$ cat config.mk
export PLATFORM = sky130hd
export DESIGN_NAME = modbus_wind_reading_transaction
export DESIGN_NICKNAME = d
export VERILOG_FILES = /design/src/mwr_pkg.sv /design/src/mwr_cmd_fifo.sv /design/src/mwr_front.sv /design/src/mwr_back.sv /design/src/modbus_wind_reading_transaction.sv
export VERILOG_INCLUDE_DIRS = /design/src /design/src/src
export SDC_FILE = /design/constraint.sdc
export NUM_CORES = 1
export LEC_CHECK = 0
export BUFFER_PORTS_ARGS = -buffer_cell sky130_fd_sc_hd__buf_2
export CAP_MARGIN = 30
export CORE_ASPECT_RATIO = 0.5
export CORE_UTILIZATION = 43
export CTS_CLUSTER_DIAMETER = 200
export DETAILED_ROUTE_END_ITERATION = 8
export MAX_ROUTING_LAYER = met4
export PLACE_DENSITY = 0.71
export SLEW_MARGIN = 10
export SYNTH_ARGS = -nofsm -noshare
export SYNTH_HDL_FRONTEND = slang
export SYNTH_SLANG_ARGS = --single-unit
$ cat constraint.sdc
create_clock -name i_clk -period 12.3 [get_ports i_clk]
set_input_delay 0 -clock i_clk [delete_from_list [all_inputs] [get_ports i_clk]]
set_output_delay 0 -clock i_clk [all_outputs]
set_load 0.005 [all_outputs]
$ cat src/assert_macros.svh
// Assertion macros used by the top-level RTL file
`ifndef ASSERT_MACROS_SVH
`define ASSERT_MACROS_SVH

// same-cycle implication
`define ASSERT_IMPL(lbl, clk, dis, ante, cons) \
    lbl: assert property (@(posedge clk) disable iff (dis) (ante) |-> (cons)) \
        else $error("assertion failed");

// next-cycle implication
`define ASSERT_NEXT(lbl, clk, dis, ante, cons) \
    lbl: assert property (@(posedge clk) disable iff (dis) (ante) |=> (cons)) \
        else $error("assertion failed");

`endif

$ cat src/mwr_pkg.sv
// Types, codes and the CRC-16 byte step of the Modbus wind reading block
`timescale 1ns / 1ps
`default_nettype none

package mwr_pkg;

    typedef struct packed {
        logic [1:0] operation;
        logic [7:0] rx_byte;
    } t_in_item;

    typedef struct packed {
        logic [1:0]  kind;
        logic [7:0]  tx_byte;
        logic [15:0] wind_tenths;
        logic        last;
    } t_out_item;

    typedef enum logic [1:0] {
        CMD_REQUEST = 2'd0,
        CMD_DONE    = 2'd1,
        CMD_TIMEOUT = 2'd2
    } t_cmd_op;

    typedef struct packed {
        t_cmd_op     op;
        logic [15:0] value;
    } t_cmd;

    localparam logic [1:0] OP_BYTE  = 2'd0;
    localparam logic [1:0] OP_TICK  = 2'd1;
    localparam logic [1:0] OP_START = 2'd2;

    localparam logic [1:0] KIND_TX      = 2'd0;
    localparam logic [1:0] KIND_DONE    = 2'd1;
    localparam logic [1:0] KIND_TIMEOUT = 2'd2;

    localparam logic REG_SLAVE   = 1'b0;
    localparam logic REG_TIMEOUT = 1'b1;

    localparam logic [7:0]  SLAVE_RESET   = 8'd1;
    localparam logic [15:0] TIMEOUT_RESET = 16'd1000;

    localparam logic [15:0] CRC_INIT = 16'hFFFF;
    localparam logic [15:0] CRC_POLY = 16'hA001;

    localparam logic [7:0] FUNC_READ  = 8'h03;
    localparam logic [7:0] BYTE_COUNT = 8'h02;
    localparam logic [7:0] REG_HI     = 8'h00;
    localparam logic [7:0] REG_LO     = 8'h00;
    localparam logic [7:0] CNT_HI     = 8'h00;
    localparam logic [7:0] CNT_LO     = 8'h01;

    function automatic logic [15:0] crc_byte(input logic [15:0] crc, input logic [7:0] b);
        logic [15:0] c;
        c = crc ^ {8'h00, b};
        for (int i = 0; i < 8; i++) begin
            c = c[0] ? ((c >> 1) ^ CRC_POLY) : (c >> 1);
        end
        return c;
    endfunction

endpackage

`default_nettype wire

$ cat src/mwr_cmd_fifo.sv
// Command queue between the frame matcher and the result sequencer
`timescale 1ns / 1ps
`default_nettype none

module mwr_cmd_fifo #(
    parameter int DEPTH = 4
) (
    input  wire               i_clk,
    input  wire               i_rst_n,
    input  wire               i_push,
    input  mwr_pkg::t_cmd     i_cmd,
    output logic              o_full,
    input  wire               i_pop,
    output mwr_pkg::t_cmd     o_cmd,
    output logic              o_empty
);

    localparam int AW = (DEPTH > 1) ? $clog2(DEPTH) : 1;
    localparam int CW = $clog2(DEPTH + 1);

    mwr_pkg::t_cmd r_mem [DEPTH];
    logic [AW-1:0] r_wptr, n_wptr;
    logic [AW-1:0] r_rptr, n_rptr;
    logic [CW-1:0] r_count, n_count;

    assign o_full  = (r_count == CW'(DEPTH));
    assign o_empty = (r_count == '0);
    assign o_cmd   = r_mem[r_rptr];

    always_comb begin
        n_wptr  = r_wptr;
        n_rptr  = r_rptr;
        n_count = r_count;
        if (i_push) begin
            n_wptr = (r_wptr == AW'(DEPTH - 1)) ? '0 : r_wptr + AW'(1);
        end
        if (i_pop) begin
            n_rptr = (r_rptr == AW'(DEPTH - 1)) ? '0 : r_rptr + AW'(1);
        end
        if (i_push && !i_pop) begin
            n_count = r_count + CW'(1);
        end else if (!i_push && i_pop) begin
            n_count = r_count - CW'(1);
        end
    end

    always_ff @(posedge i_clk) begin
        if (!i_rst_n) begin
            r_wptr  <= '0;
            r_rptr  <= '0;
            r_count <= '0;
        end else begin
            r_wptr  <= n_wptr;
            r_rptr  <= n_rptr;
            r_count <= n_count;
        end
    end

    always_ff @(posedge i_clk) begin
        if (i_push) begin
            r_mem[r_wptr] <= i_cmd;
        end
    end

endmodule

`default_nettype wire

$ cat src/mwr_front.sv
// Front end: accepts transactions, runs the reply matcher and tick timer, queues commands
`timescale 1ns / 1ps
`default_nettype none

module mwr_front (
    input  wire                i_clk,
    input  wire                i_rst_n,
    input  wire                i_accept,
    input  mwr_pkg::t_in_item  i_item,
    input  wire  [7:0]         i_slave_address,
    input  wire  [15:0]        i_timeout_ticks,
    output logic               o_push,
    output mwr_pkg::t_cmd      o_cmd
);

    typedef enum logic [7:0] {
        PH_IDLE  = 8'b0000_0001,
        PH_HUNT  = 8'b0000_0010,
        PH_FUNC  = 8'b0000_0100,
        PH_COUNT = 8'b0000_1000,
        PH_DHI   = 8'b0001_0000,
        PH_DLO   = 8'b0010_0000,
        PH_CLO   = 8'b0100_0000,
        PH_CHI   = 8'b1000_0000
    } t_phase;

    t_phase      r_phase, n_phase;
    logic [15:0] r_crc, n_crc;
    logic [15:0] r_data, n_data;
    logic [7:0]  r_crc_lo, n_crc_lo;
    logic [15:0] r_tick, n_tick;

    logic [7:0]  w_b;
    logic [15:0] w_crc_upd;
    logic [15:0] w_crc_first;
    logic [15:0] w_tick_inc;

    assign w_b         = i_item.rx_byte;
    assign w_crc_upd   = mwr_pkg::crc_byte(r_crc, w_b);
    assign w_crc_first = mwr_pkg::crc_byte(mwr_pkg::CRC_INIT, w_b);
    assign w_tick_inc  = (r_tick == 16'hFFFF) ? r_tick : r_tick + 16'd1;

    always_comb begin
        n_phase  = r_phase;
        n_crc    = r_crc;
        n_data   = r_data;
        n_crc_lo = r_crc_lo;
        n_tick   = r_tick;
        o_push   = 1'b0;
        o_cmd.op = mwr_pkg::CMD_DONE;
        o_cmd.value = r_data;
        if (i_accept) begin
            case (i_item.operation)
                mwr_pkg::OP_START: begin
                    o_push      = 1'b1;
                    o_cmd.op    = mwr_pkg::CMD_REQUEST;
                    o_cmd.value = {8'h00, i_slave_address};
                    n_tick      = '0;
                    n_phase     = PH_HUNT;
                    n_crc       = mwr_pkg::CRC_INIT;
                end
                mwr_pkg::OP_TICK: begin
                    if (r_phase != PH_IDLE) begin
                        n_tick = w_tick_inc;
                        if (w_tick_inc >= i_timeout_ticks) begin
                            n_phase  = PH_IDLE;
                            o_push   = 1'b1;
                            o_cmd.op = mwr_pkg::CMD_TIMEOUT;
                        end
                    end
                end
                mwr_pkg::OP_BYTE: begin
                    case (r_phase)
                        PH_HUNT: begin
                            if (w_b == i_slave_address) begin
                                n_crc   = w_crc_first;
                                n_phase = PH_FUNC;
                            end
                        end
                        PH_FUNC: begin
                            if (w_b == mwr_pkg::FUNC_READ) begin
                                n_crc   = w_crc_upd;
                                n_phase = PH_COUNT;
                            end else begin
                                n_crc   = mwr_pkg::CRC_INIT;
                                n_phase = PH_HUNT;
                            end
                        end
                        PH_COUNT: begin
                            if (w_b == mwr_pkg::BYTE_COUNT) begin
                                n_crc   = w_crc_upd;
                                n_phase = PH_DHI;
                            end else begin
                                n_crc   = mwr_pkg::CRC_INIT;
                                n_phase = PH_HUNT;
                            end
                        end
                        PH_DHI: begin
                            n_crc   = w_crc_upd;
                            n_data  = {w_b, 8'h00};
                            n_phase = PH_DLO;
                        end
                        PH_DLO: begin
                            n_crc   = w_crc_upd;
                            n_data  = {r_data[15:8], w_b};
                            n_phase = PH_CLO;
                        end
                        PH_CLO: begin
                            n_crc_lo = w_b;
                            n_phase  = PH_CHI;
                        end
                        PH_CHI: begin
                            if (r_crc == {w_b, r_crc_lo}) begin
                                n_phase     = PH_IDLE;
                                o_push      = 1'b1;
                                o_cmd.op    = mwr_pkg::CMD_DONE;
                                o_cmd.value = r_data;
                            end else begin
                                n_crc   = mwr_pkg::CRC_INIT;
                                n_phase = PH_HUNT;
                            end
                        end
                        default: begin
                        end
                    endcase
                end
                default: begin
                end
            endcase
        end
    end

    always_ff @(posedge i_clk) begin
        if (!i_rst_n) begin
            r_phase  <= PH_IDLE;
            r_crc    <= mwr_pkg::CRC_INIT;
            r_data   <= '0;
            r_crc_lo <= '0;
            r_tick   <= '0;
        end else begin
            r_phase  <= n_phase;
            r_crc    <= n_crc;
            r_data   <= n_data;
            r_crc_lo <= n_crc_lo;
            r_tick   <= n_tick;
        end
    end

endmodule

`default_nettype wire

$ cat src/mwr_back.sv
// Back end: expands queued commands into result transactions behind an output register
`timescale 1ns / 1ps
`default_nettype none

module mwr_back (
    input  wire                 i_clk,
    input  wire                 i_rst_n,
    input  mwr_pkg::t_cmd       i_cmd,
    input  wire                 i_empty,
    output logic                o_pop,
    output logic                o_valid,
    input  wire                 i_ready,
    output mwr_pkg::t_out_item  o_item
);

    logic               r_busy, n_busy;
    logic [2:0]         r_idx, n_idx;
    logic [15:0]        r_crc, n_crc;
    logic [7:0]         r_addr, n_addr;
    logic               r_valid, n_valid;
    mwr_pkg::t_out_item r_item, n_item;

    logic               w_load;
    logic [7:0]         w_byte;

    assign w_load  = !r_valid || i_ready;
    assign o_valid = r_valid;
    assign o_item  = r_item;

    always_comb begin
        case (r_idx)
            3'd0:    w_byte = r_addr;
            3'd1:    w_byte = mwr_pkg::FUNC_READ;
            3'd2:    w_byte = mwr_pkg::REG_HI;
            3'd3:    w_byte = mwr_pkg::REG_LO;
            3'd4:    w_byte = mwr_pkg::CNT_HI;
            3'd5:    w_byte = mwr_pkg::CNT_LO;
            3'd6:    w_byte = r_crc[7:0];
            default: w_byte = r_crc[15:8];
        endcase
    end

    always_comb begin
        n_busy  = r_busy;
        n_idx   = r_idx;
        n_crc   = r_crc;
        n_addr  = r_addr;
        n_valid = r_valid;
        n_item  = r_item;
        o_pop   = 1'b0;
        if (w_load) begin
            if (r_busy) begin
                n_valid             = 1'b1;
                n_item.kind         = mwr_pkg::KIND_TX;
                n_item.tx_byte      = w_byte;
                n_item.wind_tenths  = '0;
                n_item.last         = (r_idx == 3'd7);
                n_idx               = r_idx + 3'd1;
                if (r_idx <= 3'd5) begin
                    n_crc = mwr_pkg::crc_byte(r_crc, w_byte);
                end
                if (r_idx == 3'd7) begin
                    n_busy = 1'b0;
                end
            end else if (!i_empty) begin
                o_pop   = 1'b1;
                n_valid = 1'b1;
                n_item.last = 1'b1;
                n_item.tx_byte = '0;
                n_item.wind_tenths = '0;
                case (i_cmd.op)
                    mwr_pkg::CMD_REQUEST: begin
                        n_item.kind    = mwr_pkg::KIND_TX;
                        n_item.tx_byte = i_cmd.value[7:0];
                        n_item.last    = 1'b0;
                        n_addr         = i_cmd.value[7:0];
                        n_crc          = mwr_pkg::crc_byte(mwr_pkg::CRC_INIT,
                                                           i_cmd.value[7:0]);
                        n_idx          = 3'd1;
                        n_busy         = 1'b1;
                    end
                    mwr_pkg::CMD_DONE: begin
                        n_item.kind        = mwr_pkg::KIND_DONE;
                        n_item.wind_tenths = i_cmd.value;
                    end
                    default: begin
                        n_item.kind = mwr_pkg::KIND_TIMEOUT;
                    end
                endcase
            end else begin
                n_valid = 1'b0;
            end
        end
    end

    always_ff @(posedge i_clk) begin
        if (!i_rst_n) begin
            r_busy  <= 1'b0;
            r_idx   <= '0;
            r_valid <= 1'b0;
        end else begin
            r_busy  <= n_busy;
            r_idx   <= n_idx;
            r_valid <= n_valid;
        end
    end

    always_ff @(posedge i_clk) begin
        r_crc  <= n_crc;
        r_addr <= n_addr;
        r_item <= n_item;
    end

endmodule

`default_nettype wire

$ cat src/modbus_wind_reading_transaction.sv
// Top level of the Modbus RTU wind reading transaction block
// Input channel (i_in_valid / o_in_ready, i_in_data): one transaction per cycle carries a
// received byte, a time tick or a start request. It is taken whenever the command queue
// has room; the reply matcher and tick timer update in the same cycle.
// Output channel (o_out_valid / i_out_ready, o_out_data): a start yields eight request
// bytes in order, the CRC built one byte per cycle by the sequencer while not stalled;
// a good reply yields one reading, an expired timer one timeout result.
// An accepted transaction that yields a result passes through the queue and then the
// output register. Inputs sustain one per cycle while the queue has room; outputs are
// bounded by the sequencer, which sends a start's eight bytes before the next command.
// When the receiver stalls, the output register holds, the sequencer pauses, and the
// queue absorbs up to FIFO_DEPTH commands before o_in_ready drops.
// Configuration goes through the APB port: slave address at 0x0, timeout ticks at 0x4.
// Reset (synchronous, active low) sets the matcher to idle, empties the queue and
// restores slave address 1 and timeout 1000.
`timescale 1ns / 1ps
`default_nettype none
`include "assert_macros.svh"

module modbus_wind_reading_transaction #(
    parameter int FIFO_DEPTH = 4
) (
    input  wire                 i_clk,
    input  wire                 i_rst_n,
    input  wire                 i_in_valid,
    output logic                o_in_ready,
    input  mwr_pkg::t_in_item   i_in_data,
    output logic                o_out_valid,
    input  wire                 i_out_ready,
    output mwr_pkg::t_out_item  o_out_data,
    input  wire                 psel,
    input  wire                 penable,
    input  wire                 pwrite,
    input  wire  [2:0]          paddr,
    input  wire  [31:0]         pwdata,
    output logic [31:0]         prdata,
    output logic                pready
);

    logic [7:0]    r_slave;
    logic [15:0]   r_timeout;
    logic          w_cfg_wr;
    logic          w_accept;
    logic          w_push;
    logic          w_pop;
    logic          w_full;
    logic          w_empty;
    mwr_pkg::t_cmd w_cmd_in;
    mwr_pkg::t_cmd w_cmd_out;

    assign pready     = 1'b1;
    assign w_cfg_wr   = psel && penable && pwrite && pready;
    assign prdata     = (paddr[2] == mwr_pkg::REG_TIMEOUT) ? {16'h0000, r_timeout}
                                                           : {24'h000000, r_slave};
    assign o_in_ready = !w_full;
    assign w_accept   = i_in_valid && o_in_ready;

    always_ff @(posedge i_clk) begin
        if (!i_rst_n) begin
            r_slave   <= mwr_pkg::SLAVE_RESET;
            r_timeout <= mwr_pkg::TIMEOUT_RESET;
        end else if (w_cfg_wr) begin
            if (paddr[2] == mwr_pkg::REG_SLAVE) begin
                r_slave <= pwdata[7:0];
            end else begin
                r_timeout <= pwdata[15:0];
            end
        end
    end

    mwr_front u_front (
        .i_clk           (i_clk),
        .i_rst_n         (i_rst_n),
        .i_accept        (w_accept),
        .i_item          (i_in_data),
        .i_slave_address (r_slave),
        .i_timeout_ticks (r_timeout),
        .o_push          (w_push),
        .o_cmd           (w_cmd_in)
    );

    mwr_cmd_fifo #(
        .DEPTH (FIFO_DEPTH)
    ) u_fifo (
        .i_clk   (i_clk),
        .i_rst_n (i_rst_n),
        .i_push  (w_push),
        .i_cmd   (w_cmd_in),
        .o_full  (w_full),
        .i_pop   (w_pop),
        .o_cmd   (w_cmd_out),
        .o_empty (w_empty)
    );

    mwr_back u_back (
        .i_clk   (i_clk),
        .i_rst_n (i_rst_n),
        .i_cmd   (w_cmd_out),
        .i_empty (w_empty),
        .o_pop   (w_pop),
        .o_valid (o_out_valid),
        .i_ready (i_out_ready),
        .o_item  (o_out_data)
    );

    `ASSERT_IMPL(a_push_has_room, i_clk, !i_rst_n, w_push, !w_full)
    `ASSERT_IMPL(a_pop_has_data, i_clk, !i_rst_n, w_pop, !w_empty)
    `ASSERT_NEXT(a_reset_quiet, i_clk, 1'b0, !i_rst_n, !o_out_valid && w_empty)

endmodule

`default_nettype wire
==> summary.md <==
| Metric | Value |
|---|---|
| Layout cells sized above 1 | 0.156 |
| Reg clk slew, reported paths | 0.06 ns |
| First-pass GRT wire length | 40900 microns |
| Cell count after synthesis | 1085 |
| Hold buffer count at cts | 27 |
| Met3 wire length | 1040 microns |
| Worst Setup Start Kind | flop |
| Root Buffer | clkbuf_16 |
| Tcrit/Tclk final | 0.462 |
| Post-synth ARST share | 0 |
| Synth Area in Simple Gates | 0.164 |
| Metal2 WL | 12300 microns |
| Area Overhead vs Synth | 14.7% |
| Most common flop cell mapped by yosys | edfxtp_1 |
| Clock sinks | 225 |
| Gr usage total | 0.187 |
| CTS tree | built |
| Max Fanout on Critical Path | 13 |
| Minimum clock period | 5.68 ns |
| Max Cap Violations | 0 |
| Worst Path Arrival | 6.12 ns |
| Synth warn | 0 |
| Final hold slack | 0.0506 ns |
| Fillers | 2340 |
| Initial antenna violation count | 0 |
| Final RePlAce weighted congestion | 0.903 |
| Data required, critical path | 12.75 ns |
| Final Hold Viols | 0 |
| Rel. slew slack | 0.365 |
| Commonest non-fill, non-tap cell in the layout | nand2_1 |
| Vias in the first global route | 8083 |
| Syn Std Cell Area | 11600 sq um |
| Depth of the CTS H-tree | 1 |
| Synth area leader | edfxtp_1 |
| Via count | 8219 |
| Total CTS buffers | 23 |
| Initial Util | 0.439 |
| Final setup viols | 0 |
| Slew Viols, Final | 0 |
| Routed WL | 25200 microns |
| Post-synthesis sequential area ratio | 0.493 |
| Compound-cell area share of the yosys netlist | 0.109 |
| P_leak | 0.00495 uW |
| DR top layer | met4 |
| Sequential Area | 5740 sq um |
| Crit path capture type | flop |
| Clock tree buffer depth | 3 |
| Count of cell types in the netlist | 75 |
| Most frequent cells in the layout | nand2_1 (128), edfxtp_1 (123), dfxtp_1 (102), buf_2 (78), xnor2_1 (70) |
| TritonRoute pass-1 iters | 7 |
| Die area | 27800 sq um |
| Post-synth EDFFs | 123 |
| Dpl hpwl | 17200 microns |
| Power Dens Cells | 187 nW/um^2 |
| I/O Buffers | 78 |
| WL met1 | 11300 microns |
| Min-Delay Path Class | input pin to flop |
| Top cells by area in the synthesized netlist | edfxtp_1 (32%), dfxtp_1 (18%), xnor2_1 (5.3%) |
| Synth Area in Adders | 0.0415 |
| Antenna Violating Nets Remaining | 0 |
| Final Skew | 0.0142 ns |
| Max Freq | 176 MHz |
| Mean Syn Cell Area | 10.7 sq um |
| RSZ-0062 raised after global routing | false |
| Row count | 42 |
| DRT iter0 DRCs | 613 |
| Clk_lat worst skew | 0.53 ns |
| Overflow after GRT | 0 |
| Worst reg-to-reg setup slack | 6.62 ns |
| Setup TNS Final | 0 ns |
| Chip height | 118 microns |
| Largest net degree at the start of global routing | 110 |
| Setup Crit Path Kind | flop to flop |
| Post-route DRC | 0 |
| Largest family of logic cells by synthesized area | simple AND/OR/NAND/NOR gates |
| Via density | 5.33 |
| Max VDD drop | 0.108 mV |
| Die Width | 235 microns |
| Area of the multi-input gates | 5440 sq um |
| Yosys top cell area share | 0.318 |
| Flip-flop and latch count after synthesis | 225 |
| Post-CTS Resized | 0 |
| Ports | 114 |
| # nets final | 1262 |
| XOR/XNOR Fraction of Synth Area | 0.0771 |
| Post-DR wirelength/cell | 16.4 microns |
| Slew @ Worst Pin | 0.948 ns |
| Core Area | 26500 sq um |
| Mux share of post-synthesis cell area | 0.0701 |
| Inserted Diodes | 0 |
| Run status | completed |
| Setup repair bufs after CTS | 0 |
through the flow:
stage / instance area, sq um / worst slack [ns] / std cells / utilization / power, uW
floorplan: 11700 / 7.42 / 1100 / - / 1580
global route: 13300 / 6.23 / 1541 / 0.504 / 2620
finish: 13300 / 6.62 / 1541 / 0.504 / 2490
detailed placement: 12200 / 6.66 / 1469 / 0.462 / 1770
CTS: 13300 / 6.62 / 1538 / 0.502 / 2510
global placement: 12200 / 6.78 / 1465 / 0.461 / 1750
synthesized netlist by cell type (3+ instances only):
master and count:
buf_4 17, buf_2 6, dfxtp_1 102, nand3_1 28, buf_1 3, nand3b_1 5, nor3b_1 9, o2111ai_1 5
a21oi_1 30, ha_1 37, clkbuf_1 41, nand2_1 128, o22ai_1 3, mux4_2 18, xnor2_1 70, a32oi_1 4
o211ai_1 15, a22oi_1 18, o21ai_0 40, nand4_1 20, xor2_1 19, mux2i_1 17, a21boi_0 26, nand2b_1 10
nor3_1 12, inv_1 35, a21o_1 14, and3_1 11, o21a_1 4, nor2b_1 40, buf_6 5, or3_1 4
nor2_1 62, and2_1 34, edfxtp_1 123, mux2_2 18
state kept, by name, summed over array words and instances (netlist names), named ones only:
signal / count
u_front.r_data: 16
u_back.r_idx: 3
u_back.o_valid: 1
u_front.r_phase: 8
u_back.r_crc: 16
u_fifo.r_wptr: 2
u_back.r_busy: 1
u_back.o_item: 27
u_front.r_crc_lo: 8
u_fifo.r_mem: 72
u_back.r_addr: 8
u_fifo.r_count: 3
u_front.r_tick: 16
u_fifo.r_rptr: 2
r_slave: 8
u_front.r_crc: 16
r_timeout: 16
kinds of logic (layout without fill, tap and decap cells):
group | Yosys count | in the layout
other | 2 | 17
DFF | 225 | 225
muxes | 55 | 55
xor gates and xnor gates | 95 | 95
adders and majority gates | 38 | 38
buffers and inverters | 109 | 198
and+or+nand+nor | 380 | 380
AOI/OAI and AO/OA | 181 | 181
worst paths after layout:
kind                      startpoint                  to  cells past startpoint
setup / recovery   u_front.r_tick[2]   u_fifo.r_count[2]                     19
setup reg to reg   u_front.r_tick[2]   u_fifo.r_count[2]                     19
hold reg to reg   u_front.r_data[15]  u_front.r_data[15]                      2
hold / removal               penable       r_timeout[15]                      5
power breakdown:
group	leakage (uW)	switching, uW	internal (uW)	total, uW
clock	0.000384	298	427	725
combinational	0.00254	421	357	778
sequential	0.00202	49.9	936	986
total	0.00495	769	1720	2490
cell type report:
cell class              count  share of cell area
inverters                  37              0.0104
clock inverters             9             0.00863
repair buffers            119              0.0597
well taps                 352              0.0330
clock buffers              33              0.0506
flip-flops and latches    225               0.430
multi-input cells         766               0.408
layer usage:
layer  global-route usage  up-vias
met5                    -        -
met4               0.0520        0
met3               0.0268       51
met2                0.309      193
met1                0.241     3998
li1                     -     3977
worst max-delay path, stage by stage, from the launching register on:
cell and delay, ns:
dfxtp_1 0.44, and3_1 0.24, nand4_1 0.17, or3_1 0.46, or3_1 0.61, and3_1 0.31, nand2_1 0.12, xnor2_1 0.10
ha_1 0.30, nand4_1 0.10, o41a_1 0.41, a21oi_1 0.27, o21ai_0 0.14, a21oi_1 0.55, ha_1 0.29, inv_1 0.06
fa_1 0.37, xor2_1 0.18, or3_1 0.30, a21boi_0 0.17
No activity file was read; power rests on OpenSTA's default activity.
